<file path="src/hdl/pdwm_pkg.sv">
// ----------------------------------------------------------------------------
// pdwm_pkg: shared types and constants for the deformation window max core
// Holds the field widths, the Q16.16 limits, the register map and the
// structs that pass between the front end, the queue and the back end.
// ----------------------------------------------------------------------------
package pdwm_pkg;

  // Field widths fixed by the interface.
  localparam int unsigned OFF_W   = 4;
  localparam int unsigned POS_W   = 8;
  localparam int unsigned Q_W     = 32;
  localparam int unsigned COEF_W  = 24;
  localparam int unsigned CMP_W   = 13;  // wide enough for a map dimension up to 8191
  localparam int unsigned PADDR_W = 4;

  // Q16.16 saturation limits.
  localparam logic [Q_W-1:0] Q_MAX = 32'h7FFF_FFFF;
  localparam logic [Q_W-1:0] Q_MIN = 32'h8000_0000;

  // Register indexes (byte address divided by four).
  localparam logic [1:0] REG_QUAD_X = 2'd0;
  localparam logic [1:0] REG_LIN_X  = 2'd1;
  localparam logic [1:0] REG_QUAD_Y = 2'd2;
  localparam logic [1:0] REG_LIN_Y  = 2'd3;

  // Queue between front and back end.
  localparam int unsigned QUEUE_DEPTH = 4;
  localparam int unsigned QPTR_W      = 2;
  localparam int unsigned QCNT_W      = 3;

  // Deformation coefficients, each a signed Q8.16 value.
  typedef struct packed {
    logic [COEF_W-1:0] quad_x;
    logic [COEF_W-1:0] lin_x;
    logic [COEF_W-1:0] quad_y;
    logic [COEF_W-1:0] lin_y;
  } pdwm_cfg_t;

  // One classified position as it waits in the queue.
  typedef struct packed {
    logic [Q_W-1:0]   score;
    logic [Q_W-1:0]   cost;
    logic             take;
    logic [POS_W-1:0] pos_x;
    logic [POS_W-1:0] pos_y;
    logic             last;
  } pdwm_entry_t;

  // Queue fill status seen by both ends.
  typedef struct packed {
    logic empty;
    logic full;
  } pdwm_qstat_t;

endpackage

</file>
<file path="src/hdl/pdwm_front.sv">
// ----------------------------------------------------------------------------
// pdwm_front: input stage and position classifier
// Clamps the offsets, forms the deformation products, then sums and
// saturates the cost and decides whether the position takes part.
// ----------------------------------------------------------------------------
module pdwm_front
  import pdwm_pkg::*;
#(
  parameter int unsigned HALF_WINDOW = 5,
  parameter int unsigned MAP_DIM     = 256
) (
  input  logic             clk_i,
  input  logic             rst_ni,
  input  pdwm_cfg_t        cfg_i,
  input  logic             in_valid_i,
  output logic             in_stall_o,
  input  logic [OFF_W-1:0] offset_x_i,
  input  logic [OFF_W-1:0] offset_y_i,
  input  logic [POS_W-1:0] pos_x_i,
  input  logic [POS_W-1:0] pos_y_i,
  input  logic [Q_W-1:0]   filter_score_i,
  input  logic             score_cached_i,
  input  logic [Q_W-1:0]   prune_threshold_i,
  input  logic             last_position_i,
  input  pdwm_qstat_t      qstat_i,
  output logic             push_o,
  output pdwm_entry_t      entry_o
);

  localparam logic signed [5:0] HalfW = 6'(HALF_WINDOW);
  localparam logic [CMP_W-1:0]  MapLim = CMP_W'(MAP_DIM);

  // Offset clamping to the half window.
  logic signed [5:0]       dx_w, dy_w;
  logic signed [OFF_W-1:0] dx_c, dy_c;
  logic signed [7:0]       dx_sq, dy_sq;

  assign dx_w = {{2{offset_x_i[OFF_W-1]}}, offset_x_i};
  assign dy_w = {{2{offset_y_i[OFF_W-1]}}, offset_y_i};

  always_comb begin
    if (dx_w > HalfW) begin
      dx_c = OFF_W'(HalfW);
    end else if (dx_w < -HalfW) begin
      dx_c = OFF_W'(-HalfW);
    end else begin
      dx_c = dx_w[OFF_W-1:0];
    end
    if (dy_w > HalfW) begin
      dy_c = OFF_W'(HalfW);
    end else if (dy_w < -HalfW) begin
      dy_c = OFF_W'(-HalfW);
    end else begin
      dy_c = dy_w[OFF_W-1:0];
    end
  end

  assign dx_sq = dx_c * dx_c;
  assign dy_sq = dy_c * dy_c;

  // Deformation products, one small multiplier each.
  logic signed [31:0] prod_qx, prod_qy;
  logic signed [27:0] prod_lx, prod_ly;

  assign prod_qx = $signed(cfg_i.quad_x) * dx_sq;
  assign prod_lx = $signed(cfg_i.lin_x) * dx_c;
  assign prod_qy = $signed(cfg_i.quad_y) * dy_sq;
  assign prod_ly = $signed(cfg_i.lin_y) * dy_c;

  // Stage A holds the products and the pass-through fields.
  logic               a_valid_q, a_valid_d;
  logic signed [31:0] a_qx_q, a_qy_q;
  logic signed [27:0] a_lx_q, a_ly_q;
  logic [Q_W-1:0]     a_score_q;
  logic signed [Q_W-1:0] a_thresh_q;
  logic               a_cached_q;
  logic               a_in_map_q;
  logic [POS_W-1:0]   a_pos_x_q, a_pos_y_q;
  logic               a_last_q;
  logic               load;
  logic               in_map;

  assign in_stall_o = a_valid_q & qstat_i.full;
  assign load       = in_valid_i & ~in_stall_o;
  assign push_o     = a_valid_q & ~qstat_i.full;
  assign in_map     = (CMP_W'(pos_x_i) < MapLim) && (CMP_W'(pos_y_i) < MapLim);

  always_comb begin
    a_valid_d = a_valid_q;
    if (load) begin
      a_valid_d = 1'b1;
    end else if (push_o) begin
      a_valid_d = 1'b0;
    end
  end

  always_ff @(posedge clk_i or negedge rst_ni) begin
    if (!rst_ni) begin
      a_valid_q <= 1'b0;
    end else begin
      a_valid_q <= a_valid_d;
    end
  end

  always_ff @(posedge clk_i) begin
    if (load) begin
      a_qx_q     <= prod_qx;
      a_lx_q     <= prod_lx;
      a_qy_q     <= prod_qy;
      a_ly_q     <= prod_ly;
      a_score_q  <= filter_score_i;
      a_thresh_q <= prune_threshold_i;
      a_cached_q <= score_cached_i;
      a_in_map_q <= in_map;
      a_pos_x_q  <= pos_x_i;
      a_pos_y_q  <= pos_y_i;
      a_last_q   <= last_position_i;
    end
  end

  // Cost sum with one saturation, then the pruning decision.
  logic signed [33:0] t_qx, t_lx, t_qy, t_ly, cost_full;
  logic signed [Q_W-1:0] cost_sat;

  assign t_qx      = {{2{a_qx_q[31]}}, a_qx_q};
  assign t_lx      = {{6{a_lx_q[27]}}, a_lx_q};
  assign t_qy      = {{2{a_qy_q[31]}}, a_qy_q};
  assign t_ly      = {{6{a_ly_q[27]}}, a_ly_q};
  assign cost_full = -t_qx - t_lx - t_qy - t_ly;

  always_comb begin
    if (cost_full[33:31] == 3'b000 || cost_full[33:31] == 3'b111) begin
      cost_sat = cost_full[Q_W-1:0];
    end else if (cost_full[33]) begin
      cost_sat = Q_MIN;
    end else begin
      cost_sat = Q_MAX;
    end
  end

  always_comb begin
    entry_o.score = a_score_q;
    entry_o.cost  = cost_sat;
    entry_o.take  = a_in_map_q & (a_cached_q | ~(cost_sat < a_thresh_q));
    entry_o.pos_x = a_pos_x_q;
    entry_o.pos_y = a_pos_y_q;
    entry_o.last  = a_last_q;
  end

endmodule

</file>
<file path="src/hdl/pdwm_queue.sv">
// ----------------------------------------------------------------------------
// pdwm_queue: short queue of classified positions
// Decouples the classifier from the running maximum so that either side
// can stall without holding up the other.
// ----------------------------------------------------------------------------
module pdwm_queue
  import pdwm_pkg::*;
(
  input  logic        clk_i,
  input  logic        rst_ni,
  input  logic        push_i,
  input  pdwm_entry_t entry_i,
  input  logic        pop_i,
  output pdwm_entry_t head_o,
  output pdwm_qstat_t qstat_o
);

  pdwm_entry_t       mem_q [QUEUE_DEPTH];
  logic [QPTR_W-1:0] wr_ptr_q, wr_ptr_d;
  logic [QPTR_W-1:0] rd_ptr_q, rd_ptr_d;
  logic [QCNT_W-1:0] count_q, count_d;
  logic              do_push, do_pop;

  assign qstat_o.empty = (count_q == '0);
  assign qstat_o.full  = (count_q == QCNT_W'(QUEUE_DEPTH));
  assign do_push       = push_i & ~qstat_o.full;
  assign do_pop        = pop_i & ~qstat_o.empty;
  assign head_o        = mem_q[rd_ptr_q];

  // Pointer and fill count update.
  always_comb begin
    wr_ptr_d = do_push ? wr_ptr_q + 1'b1 : wr_ptr_q;
    rd_ptr_d = do_pop  ? rd_ptr_q + 1'b1 : rd_ptr_q;
    count_d  = count_q;
    if (do_push && !do_pop) begin
      count_d = count_q + 1'b1;
    end else if (do_pop && !do_push) begin
      count_d = count_q - 1'b1;
    end
  end

  always_ff @(posedge clk_i or negedge rst_ni) begin
    if (!rst_ni) begin
      wr_ptr_q <= '0;
      rd_ptr_q <= '0;
      count_q  <= '0;
    end else begin
      wr_ptr_q <= wr_ptr_d;
      rd_ptr_q <= rd_ptr_d;
      count_q  <= count_d;
    end
  end

  // Entry storage.
  always_ff @(posedge clk_i) begin
    if (do_push) begin
      mem_q[wr_ptr_q] <= entry_i;
    end
  end

  // The fill count never passes the depth.
  assert property (@(posedge clk_i) disable iff (!rst_ni)
    count_q <= QCNT_W'(QUEUE_DEPTH))
    else $error("queue fill count beyond depth");

  // A full queue that is not popped keeps its fill count.
  assert property (@(posedge clk_i) disable iff (!rst_ni)
    (qstat_o.full && !pop_i) |=> $stable(count_q))
    else $error("full queue changed without a pop");

endmodule

</file>
<file path="src/hdl/pdwm_back.sv">
// ----------------------------------------------------------------------------
// pdwm_back: running maximum and result register
// Takes classified positions from the queue, keeps the first strict
// maximum of score plus cost and hands the result out on the last one.
// ----------------------------------------------------------------------------
module pdwm_back
  import pdwm_pkg::*;
(
  input  logic             clk_i,
  input  logic             rst_ni,
  input  pdwm_entry_t      head_i,
  input  pdwm_qstat_t      qstat_i,
  output logic             pop_o,
  output logic             out_valid_o,
  input  logic             out_stall_i,
  output logic [Q_W-1:0]   best_score_o,
  output logic [POS_W-1:0] best_pos_x_o,
  output logic [POS_W-1:0] best_pos_y_o,
  output logic             found_o
);

  logic                  out_valid_q, out_valid_d;
  logic signed [Q_W-1:0] best_q, best_d;
  logic [POS_W-1:0]      best_x_q, best_x_d;
  logic [POS_W-1:0]      best_y_q, best_y_d;
  logic                  any_q, any_d;
  logic [Q_W-1:0]        res_score_q;
  logic [POS_W-1:0]      res_x_q, res_y_q;
  logic                  res_found_q;

  // A last item waits until the result register is free.
  assign pop_o = ~qstat_i.empty & (~head_i.last | ~out_valid_q | ~out_stall_i);

  // Saturating score plus cost.
  logic signed [Q_W:0]   val_full;
  logic signed [Q_W-1:0] val;
  logic                  better;

  assign val_full = $signed({head_i.score[Q_W-1], head_i.score})
                  + $signed({head_i.cost[Q_W-1], head_i.cost});

  always_comb begin
    if (val_full[Q_W] == val_full[Q_W-1]) begin
      val = val_full[Q_W-1:0];
    end else if (val_full[Q_W]) begin
      val = Q_MIN;
    end else begin
      val = Q_MAX;
    end
  end

  assign better = head_i.take & (~any_q | (val > best_q));

  // Running state: update on a better position, clear after a result.
  logic signed [Q_W-1:0] nb;
  logic [POS_W-1:0]      nx, ny;
  logic                  na;

  always_comb begin
    nb = better ? val          : best_q;
    nx = better ? head_i.pos_x : best_x_q;
    ny = better ? head_i.pos_y : best_y_q;
    na = better | any_q;
    best_d   = best_q;
    best_x_d = best_x_q;
    best_y_d = best_y_q;
    any_d    = any_q;
    if (pop_o) begin
      if (head_i.last) begin
        best_d   = Q_MIN;
        best_x_d = '0;
        best_y_d = '0;
        any_d    = 1'b0;
      end else begin
        best_d   = nb;
        best_x_d = nx;
        best_y_d = ny;
        any_d    = na;
      end
    end
  end

  always_comb begin
    out_valid_d = out_valid_q & out_stall_i;
    if (pop_o && head_i.last) begin
      out_valid_d = 1'b1;
    end
  end

  always_ff @(posedge clk_i or negedge rst_ni) begin
    if (!rst_ni) begin
      out_valid_q <= 1'b0;
      best_q      <= Q_MIN;
      best_x_q    <= '0;
      best_y_q    <= '0;
      any_q       <= 1'b0;
    end else begin
      out_valid_q <= out_valid_d;
      best_q      <= best_d;
      best_x_q    <= best_x_d;
      best_y_q    <= best_y_d;
      any_q       <= any_d;
    end
  end

  // Result register, loaded with the state as it stands after the last item.
  always_ff @(posedge clk_i) begin
    if (pop_o && head_i.last) begin
      res_score_q <= nb;
      res_x_q     <= nx;
      res_y_q     <= ny;
      res_found_q <= na;
    end
  end

  assign out_valid_o  = out_valid_q;
  assign best_score_o = res_score_q;
  assign best_pos_x_o = res_x_q;
  assign best_pos_y_o = res_y_q;
  assign found_o      = res_found_q;

  // A last item clears the running state and presents a result.
  assert property (@(posedge clk_i) disable iff (!rst_ni)
    (pop_o && head_i.last) |=> (!any_q && out_valid_q))
    else $error("last item did not close the window");

  // With nothing taken the running state sits at its cleared values.
  assert property (@(posedge clk_i) disable iff (!rst_ni)
    !any_q |-> (best_q == Q_MIN && best_x_q == '0 && best_y_q == '0))
    else $error("running state not clear while nothing taken");

  // A result without a position reports the most negative score.
  assert property (@(posedge clk_i) disable iff (!rst_ni)
    (out_valid_o && !found_o) |-> (best_score_o == Q_MIN))
    else $error("empty window result carries a score");

endmodule

</file>
<file path="src/hdl/pruned_deformation_window_max_core.sv">
// ----------------------------------------------------------------------------
// pruned_deformation_window_max_core: pruned window maximum with deformation
// Top level: configuration registers, classifier, queue and running maximum.
// ----------------------------------------------------------------------------
// The core accepts one window position per clock cycle and sustains that rate
// for as long as results are taken. An accepted item is registered in the
// product stage, is summed, saturated and classified as it enters a queue of
// four entries, and is folded into the running maximum when the back end pops
// it; the single score compare of the back end, one entry per cycle, sets the
// throughput. The result of a window is held in an output register, so
// further items are accepted while it waits; a stalled result backs up into
// the queue and only when the queue and the product stage are full is the
// input stalled. The user must write the four coefficients through the
// APB-style port while the core is idle; the core does not enforce this.
// ----------------------------------------------------------------------------
module pruned_deformation_window_max_core
  import pdwm_pkg::*;
#(
  parameter int unsigned HALF_WINDOW = 5,
  parameter int unsigned MAP_DIM     = 256
) (
  input  logic               clk_i,
  input  logic               rst_ni,
  // Configuration port
  input  logic               psel,
  input  logic               penable,
  input  logic               pwrite,
  input  logic [PADDR_W-1:0] paddr,
  input  logic [31:0]        pwdata,
  output logic [31:0]        prdata,
  output logic               pready,
  // Input items
  input  logic               in_valid_i,
  output logic               in_stall_o,
  input  logic [OFF_W-1:0]   offset_x_i,
  input  logic [OFF_W-1:0]   offset_y_i,
  input  logic [POS_W-1:0]   pos_x_i,
  input  logic [POS_W-1:0]   pos_y_i,
  input  logic [Q_W-1:0]     filter_score_i,
  input  logic               score_cached_i,
  input  logic [Q_W-1:0]     prune_threshold_i,
  input  logic               last_position_i,
  // Result items
  output logic               out_valid_o,
  input  logic               out_stall_i,
  output logic [Q_W-1:0]     best_score_o,
  output logic [POS_W-1:0]   best_pos_x_o,
  output logic [POS_W-1:0]   best_pos_y_o,
  output logic               found_o
);

  // Coefficient registers.
  pdwm_cfg_t  cfg_q, cfg_d;
  logic       cfg_wr;
  logic [1:0] reg_idx;

  assign pready  = 1'b1;
  assign cfg_wr  = psel & penable & pwrite;
  assign reg_idx = paddr[3:2];

  always_comb begin
    cfg_d = cfg_q;
    if (cfg_wr) begin
      case (reg_idx)
        REG_QUAD_X: cfg_d.quad_x = pwdata[COEF_W-1:0];
        REG_LIN_X:  cfg_d.lin_x  = pwdata[COEF_W-1:0];
        REG_QUAD_Y: cfg_d.quad_y = pwdata[COEF_W-1:0];
        REG_LIN_Y:  cfg_d.lin_y  = pwdata[COEF_W-1:0];
        default:    cfg_d = cfg_q;
      endcase
    end
  end

  always_ff @(posedge clk_i or negedge rst_ni) begin
    if (!rst_ni) begin
      cfg_q <= '0;
    end else begin
      cfg_q <= cfg_d;
    end
  end

  // Read back, sign-extended to the bus width.
  always_comb begin
    case (reg_idx)
      REG_QUAD_X: prdata = {{(32-COEF_W){cfg_q.quad_x[COEF_W-1]}}, cfg_q.quad_x};
      REG_LIN_X:  prdata = {{(32-COEF_W){cfg_q.lin_x[COEF_W-1]}}, cfg_q.lin_x};
      REG_QUAD_Y: prdata = {{(32-COEF_W){cfg_q.quad_y[COEF_W-1]}}, cfg_q.quad_y};
      REG_LIN_Y:  prdata = {{(32-COEF_W){cfg_q.lin_y[COEF_W-1]}}, cfg_q.lin_y};
      default:    prdata = '0;
    endcase
  end

  // Front end, queue and back end.
  pdwm_qstat_t qstat;
  pdwm_entry_t entry, head;
  logic        push, pop;

  pdwm_front #(
    .HALF_WINDOW (HALF_WINDOW),
    .MAP_DIM     (MAP_DIM)
  ) u_front (
    .clk_i             (clk_i),
    .rst_ni            (rst_ni),
    .cfg_i             (cfg_q),
    .in_valid_i        (in_valid_i),
    .in_stall_o        (in_stall_o),
    .offset_x_i        (offset_x_i),
    .offset_y_i        (offset_y_i),
    .pos_x_i           (pos_x_i),
    .pos_y_i           (pos_y_i),
    .filter_score_i    (filter_score_i),
    .score_cached_i    (score_cached_i),
    .prune_threshold_i (prune_threshold_i),
    .last_position_i   (last_position_i),
    .qstat_i           (qstat),
    .push_o            (push),
    .entry_o           (entry)
  );

  pdwm_queue u_queue (
    .clk_i   (clk_i),
    .rst_ni  (rst_ni),
    .push_i  (push),
    .entry_i (entry),
    .pop_i   (pop),
    .head_o  (head),
    .qstat_o (qstat)
  );

  pdwm_back u_back (
    .clk_i        (clk_i),
    .rst_ni       (rst_ni),
    .head_i       (head),
    .qstat_i      (qstat),
    .pop_o        (pop),
    .out_valid_o  (out_valid_o),
    .out_stall_i  (out_stall_i),
    .best_score_o (best_score_o),
    .best_pos_x_o (best_pos_x_o),
    .best_pos_y_o (best_pos_y_o),
    .found_o      (found_o)
  );

endmodule

</file>
<file path="config.mk">
export PLATFORM = sky130hd
export DESIGN_NAME = pruned_deformation_window_max_core
export DESIGN_NICKNAME = d
export VERILOG_FILES = /design/src/hdl/pdwm_pkg.sv /design/src/hdl/pdwm_front.sv /design/src/hdl/pdwm_queue.sv /design/src/hdl/pdwm_back.sv /design/src/hdl/pruned_deformation_window_max_core.sv
export SDC_FILE = /design/constraint.sdc
export NUM_CORES = 2
export LEC_CHECK = 0
export BUFFER_PORTS_ARGS = -buffer_cell sky130_fd_sc_hd__clkbuf_2
export CORE_MARGIN = 1
export CORE_UTILIZATION = 25
export DETAILED_ROUTE_END_ITERATION = 10
export GPL_TIMING_DRIVEN = 0
export PLACE_DENSITY = 0.48
export RECOVER_POWER = 100
export SLEW_MARGIN = 25
export SYNTH_ARGS = -nofsm -noshare
export SYNTH_HDL_FRONTEND = slang
export SYNTH_HIERARCHICAL = 1
export SYNTH_SLANG_ARGS = --single-unit
</file>
<file path="constraint.sdc">
create_clock -name clk_i -period 9.9 [get_ports clk_i]
set_clock_uncertainty 0.15 [all_clocks]
set_input_delay 0.495 -clock clk_i [delete_from_list [all_inputs] [get_ports clk_i]]
set_output_delay 0.495 -clock clk_i [all_outputs]
set_load 0.05 [all_outputs]
</file>
# After elaboration in Yosys (flattened, before gate mapping)
# Memory sizes are Yosys's and may differ from the RTL's.
# Index checks and enable logic that the tools add are counted.
classes:
  muxes: 23
  order_cmp: 6
  n_eq_ne: 6
  bitwise: 23
  reduce_logical: 15
  add_sub_neg: 9
  n_mul: 6
ops:
  columns: ["op", "n"]
  rows:
  - ["32-bit 2-to-1 mux", 6]
  - ["32-bit one-hot mux with 4 select lines", 1]
  - ["34-bit by 28-bit subtractor with 34-bit output", 2]
  - ["24-bit by 8-bit multiplier with 32-bit output", 2]
  - ["24-bit by 4-bit multiplier with 28-bit output", 2]
  - ["32-bit negation with 34-bit output", 1]
  - ["34-bit by 32-bit subtractor with 34-bit output", 1]
  - ["32-bit by 32-bit adder with 33-bit output", 1]
  - ["32-bit > comparator", 1]
  - ["32-bit < comparator", 1]
  - ["8-bit 2-to-1 mux", 4]
  - ["4-bit by 4-bit multiplier with 8-bit output", 2]
  - ["4-bit 2-to-1 mux", 4]
  - ["1-bit bitwise AND", 10]
  - ["4-bit > comparator, second input constant", 2]
  - ["4-bit < comparator, second input constant", 2]
  - ["1-bit NOT", 8]
  - ["2-bit AND reduction", 4]
  - ["3-bit == test, second input constant", 2]
  - ["3-bit logical NOT", 2]
  - ["1-bit 2-to-1 mux", 6]
  - ["3-bit 2-to-1 mux", 2]
  - ["1-bit bitwise OR", 5]
  - ["2-bit by 1-bit adder with 2-bit output, second input constant", 2]
  - ["other kinds (10)", 15]
word_totals:
  ramBits: 328
  wordCells: 116
  output_inout_bits: 84
  regBits: 405
  input_bits: 133
  n_memories: 1
memory_table:
  columns: ["name", "words", "width", "read_ports", "rd_clocked_by_memory_dff", "write_ports", "line", "source"]
  rows:
  - ["u_queue.mem_q", 4, 82, 1, 0, 1, "pdwm_queue.sv:18", "pdwm_entry_t mem_q [QUEUE_DEPTH];"]

# Longest topological paths before layout
logic_depth:
  depth_word: 10
  depth_mapped: 38
  mapped_depth_nobuf: 36

# Hierarchy
# The synthesis kept the hierarchy.
by_module_without_submodules:
  columns: ["mod", "n_inst", "area_per_inst_um2", "cells_per_inst", "seq_area_each_um2"]
  rows:
  - ["pdwm_front", 1, 29602.1, 2997, 6090.8]
  - ["pdwm_queue", 1, 12249.2, 464, 10024.6]
  - ["pdwm_back", 1, 6999.2, 745, 2723.9]
  - ["pruned_deformation_window_max_core", 1, 4325.4, 249, 2402.3]

# Worst setup path after synthesis
# Ideal clock, no wire load.
synth_path:
  path_kind: "register to register"
  start: "register u_queue.count_q[2]"
  end: "register u_front.a_cached_q (enable)"
  stages_incl_launch_ff: 4
  setup_slack_ns: -0.796
  t_arrival_ns: 9.759
  period_less_slack_ns: 10.696
  path_buffers: 0
  setup_ns: 0.787
  path_cell_list: "dfrtp_1 nor3b_2 and2_1 nor2b_1"
synth_lines:
  columns: ["element", "line", "source"]
  rows:
  - ["start, declared", "pdwm_queue.sv:21", "logic [QCNT_W-1:0] count_q, count_d;"]
  - ["start signal, assigned", "pdwm_queue.sv:50", "count_q <= count_d;"]
  - ["end signal, assigned", "pdwm_front.sv:113", "a_cached_q <= score_cached_i;"]
  - ["end, declared", "pdwm_front.sv:76", "logic a_cached_q;"]

# Worst setup path after layout
layout_path:
  start: "input port offset_y_i[1]"
  end: "register u_front.a_qy_q[31], data pin"
layout_between:
  elab_chain_len: 5
  word_cells_on_any_way: 6
  cone_classes: "mul (2); order compare (2); mux (2)"
layout_rtl:
  columns: ["element", "line", "source"]
  rows:
  - ["start, declared", "pruned_deformation_window_max_core.sv:36", "input logic [OFF_W-1:0] offset_y_i,"]
  - ["4-bit < comparator", "pdwm_front.sv:51", "end else if (dy_w < -HalfW) begin"]
  - ["4-bit 2-to-1 mux", "pdwm_front.sv:51", null]
  - ["4-bit 2-to-1 mux (*)", "pdwm_front.sv:49", "if (dy_w > HalfW) begin"]
  - ["4-bit by 4-bit multiplier with 8-bit output (*)", "pdwm_front.sv:59", "assign dy_sq = dy_c * dy_c;"]
  - ["24-bit by 8-bit multiplier with 32-bit output (*)", "pdwm_front.sv:67", "assign prod_qy = $signed(cfg_i.quad_y) * dy_sq;"]
  - ["named net u_front.prod_qy[31]", "pdwm_front.sv:62", "logic signed [31:0] prod_qx, prod_qy;"]
  - ["end signal, assigned", "pdwm_front.sv:109", "a_qy_q <= prod_qy;"]
  - ["end, declared", "pdwm_front.sv:72", "logic signed [31:0] a_qx_q, a_qy_q;"]
# The timed path passes the listed nets; every way through them passes the cells marked *.
# A chain may end at the register's enable or synchronous reset.

==> results.ini <==
[detailed_routing]
wirelength_um = 147000
vias_per_cell = 4.43
wl_per_cell_um = 18.9
drtAntennaViolNets = 0
first_pass_iters = 5
via_count = 34300
drcViolationCount = 0
drt_first_iter_violations = 1917

[synthesis]
synth.avg_cell_area_um2 = 11.9
synth_xor_area_share_pct = 3.01
ys_ff_latch = 733
synth.area.top_cells = edfxtp_1 (33%), fa_1 (16%), ha_1 (9.9%), dfrtp_1 (7.2%), inv_1 (4.8%)
synth_top_area_share_pct = 32.7
ys_seq_area_share_pct = 39.9
ys_warn_count = 6
synth_fa_ha_area_share_pct = 25.9
synth_area_mm2 = 0.0532
synth_simple_gate_area_share_pct = 10.1
synth_most_common_cell = inv_1
synthesis.nets = 5435
synthTopCellsByCount = inv_1 (674), edfxtp_1 (579), fa_1 (425), ha_1 (422), and2_1 (339)
synth_mux_area_share_pct = 7.28
synth_top_family_by_area = adder cells
synth_edf_count = 579
yosysTopAreaCell = edfxtp_1
synthCells = 4455
synthDistinctLibCells = 92
synth_compound_area_share_pct = 7.56
async_reset_ff_share_pct = 21.0
ys.flop_type = edfxtp_1

[global_route]
grt_pass1_wl_um = 221000
antenna_found_initial = 18
grt_pass1_vias = 35600
grt_overflow = 0
track_usage_pct = 13.5
grt_max_degree = 60

[die]
die-area_mm2 = 0.215
core_mm2 = 0.210
initial_core_util_pct = 25.3
die_height_um = 463
io_pins = 217
row_count = 168
die_x_um = 463

[cts]
clkTransAtPathRegs_ns = 0.06
cts.sinks = 733
ctsRootBufferMaster = clkbuf_16
htreeDepth = 3
cts_tree = built
cts_buffer_depth = 3
cts_buffers = 84
clk_latency_ns = 0.74

[setup_path]
crit_path_start = offset_y_i[1]
crit_path_start_kind = input port
reg2regPathDepth = 26
r2r-end = u_back/best_q[18]
crit_arrival_ns = 9.87
crit_type = input port to register
critPathRequiredTime_ns = 10.17
max_stage_delay_ns = 0.51
crit_path_top_delay_cell = fa_1
path_max_fanout = 7
worst_path_most_repeated_cell = fa_1
timing.rr.start = u_queue/rd_ptr_q[1]
r2r_setup_slack_ns = 0.41
endpoint = u_front/a_qy_q[31]
end_kind = register

[timing]
slew_viol_final = 510
setup_tns_ns = 0
fin_crit_ns = 9.60
finalCritPeriodShare_pct = 96.9
fmax_ghz = 0.104
relSlewSlack_pct = -172
report.final.hold_viol_count = 0
worst_slew_pin_slew_ns = 4.08
rsz0062_at_grt = false
finalSetupViolCount = 0

[flow_run]
cap_viol_max_count = 13

[run_status]
outcome = complete, but fails checks
violations = capacitance limit, slew limit

[worst_hold_path]
hold_depth = 2
hp-class = input port to register

[final_layout]
syn2layout_area_growth_pct = 15.7
finalNetCount = 5854
fillCellCount = 21800
layout-drive-gt1-share_pct = 10.1

[place]
io_buffers = 203
hpwl_um = 118000
place_congestion = 0.843

-- kinds of logic after synthesis --
| logic type | count (synthesis) |
|---|---|
| flip-flops | 733 |
| multiplexers | 228 |
| AO/OA/AOI/OAI | 626 |
| other | 1 |
| AND/OR/NAND/NOR | 1019 |
| XOR/XNOR | 183 |
| adder cells (fa/ha/maj) | 847 |
| buffers and inverters | 818 |
-- cell usage in the layout, fill, tap and decap left out, types with 153 or more instances in the layout --
master	Yosys	final
a21oi_1	194	193
edfxtp_1	579	579
inv_1	674	672
clkbuf_1	81	269
nor2_1	156	155
nand2_1	247	247
and2_1	339	317
fa_1	425	425
dfrtp_1	153	153
ha_1	422	421
-- state kept, by name (all words and copies together), names as in the netlist, 2 cells and up --
signal / count
cfg_q: 96
u_queue/mem_q: 328
u_back/best_y_q: 8
u_back/best_x_q: 8
u_back/best_q: 32
u_front/a_pos_x_q: 8
u_front/a_qx_q: 32
u_front/a_ly_q: 28
u_front/a_qy_q: 32
u_back/best_pos_x_o: 8
u_queue/count_q: 3
u_back/best_pos_y_o: 8
u_front/a_thresh_q: 32
u_front/a_lx_q: 28
u_back/best_score_o: 32
u_queue/rd_ptr_q: 2
u_front/a_score_q: 32
u_queue/wr_ptr_q: 2
u_front/a_pos_y_q: 8
-- layout make-up --
cell class | count | area, um2 | area share, %
inverters | 675 | 2540 | 4.13
clock buffers | 113 | 2280 | 3.71
clock inverters | 42 | 499 | 0.811
repair buffers | 337 | 2070 | 3.37
plain buffers | 139 | 699 | 1.14
diodes | 3 | 7.51 | 0.0122
well taps | 2805 | 3510 | 5.70
flip-flops and latches | 733 | 21200 | 34.5
multi-input cells | 2904 | 28700 | 46.6
-- worst min path at each step --
stage | start | slack [ns] | to
4_1_cts | pwdata[17] | 0.005 | cfg_q[65]
3_5_place_dp | rst_ni | 0.33 | u_back/best_q[4]
3_3_place_gp | u_front/a_pos_x_q[7] | 0.32 | u_queue/mem_q[3][16]
2_1_floorplan | rst_ni | 0.05 | cfg_q[0]
6_report | pwdata[17] | 0.05 | cfg_q[65]
5_1_grt | pwdata[17] | 0.03 | cfg_q[65]
-- stage by stage --
stage	std cells	area [um2]	setup WS (ns)	utilization [%]	hold WS, ns
3_5_place_dp	7484	58300	-2.45	27.7	0.327
4_1_cts	7749	62200	-0.0159	29.6	0.00540
3_3_place_gp	7463	57700	-2.41	27.4	0.321
2_1_floorplan	4455	53200	0.612	-	0.0494
6_report	7751	61500	0.302	29.2	0.0523
5_1_grt	7748	61500	0.000322	29.2	0.0330
-- worst max-delay path, delay by kind of cell --
| kind | cells | cell delay [ns] |
|---|---|---|
| and+or+nand+nor | 6 | 1.22 |
| adders and majority gates | 10 | 4.18 |
| AOI/OAI and AO/OA | 11 | 2.65 |
| buffers and inverters | 5 | 0.69 |
| xor gates and xnor gates | 3 | 0.60 |
-- timing repair --
action | 4_1_cts | 5_1_grt
resized for setup | 21 | 37
hold buffers | 108 | 0
pin swaps | 2 | 4
setup buffers | 4 | 1
endpoints found under the setup margin | 29 | 12
endpoints found under the hold margin | 232 | 0
-- metal layers --
metal	up-vias	global-route usage [%]	wire length (um)
met2	739	21.7	65800
met5	-	0	0
li1	16100	-	-
met1	17300	19.0	70400
met3	183	1.72	5990
met4	0	3.83	4310
Power is left out: the tool's default activity adds up to more than one toggle a clock period on the data nets, which glitch-free logic cannot reach.
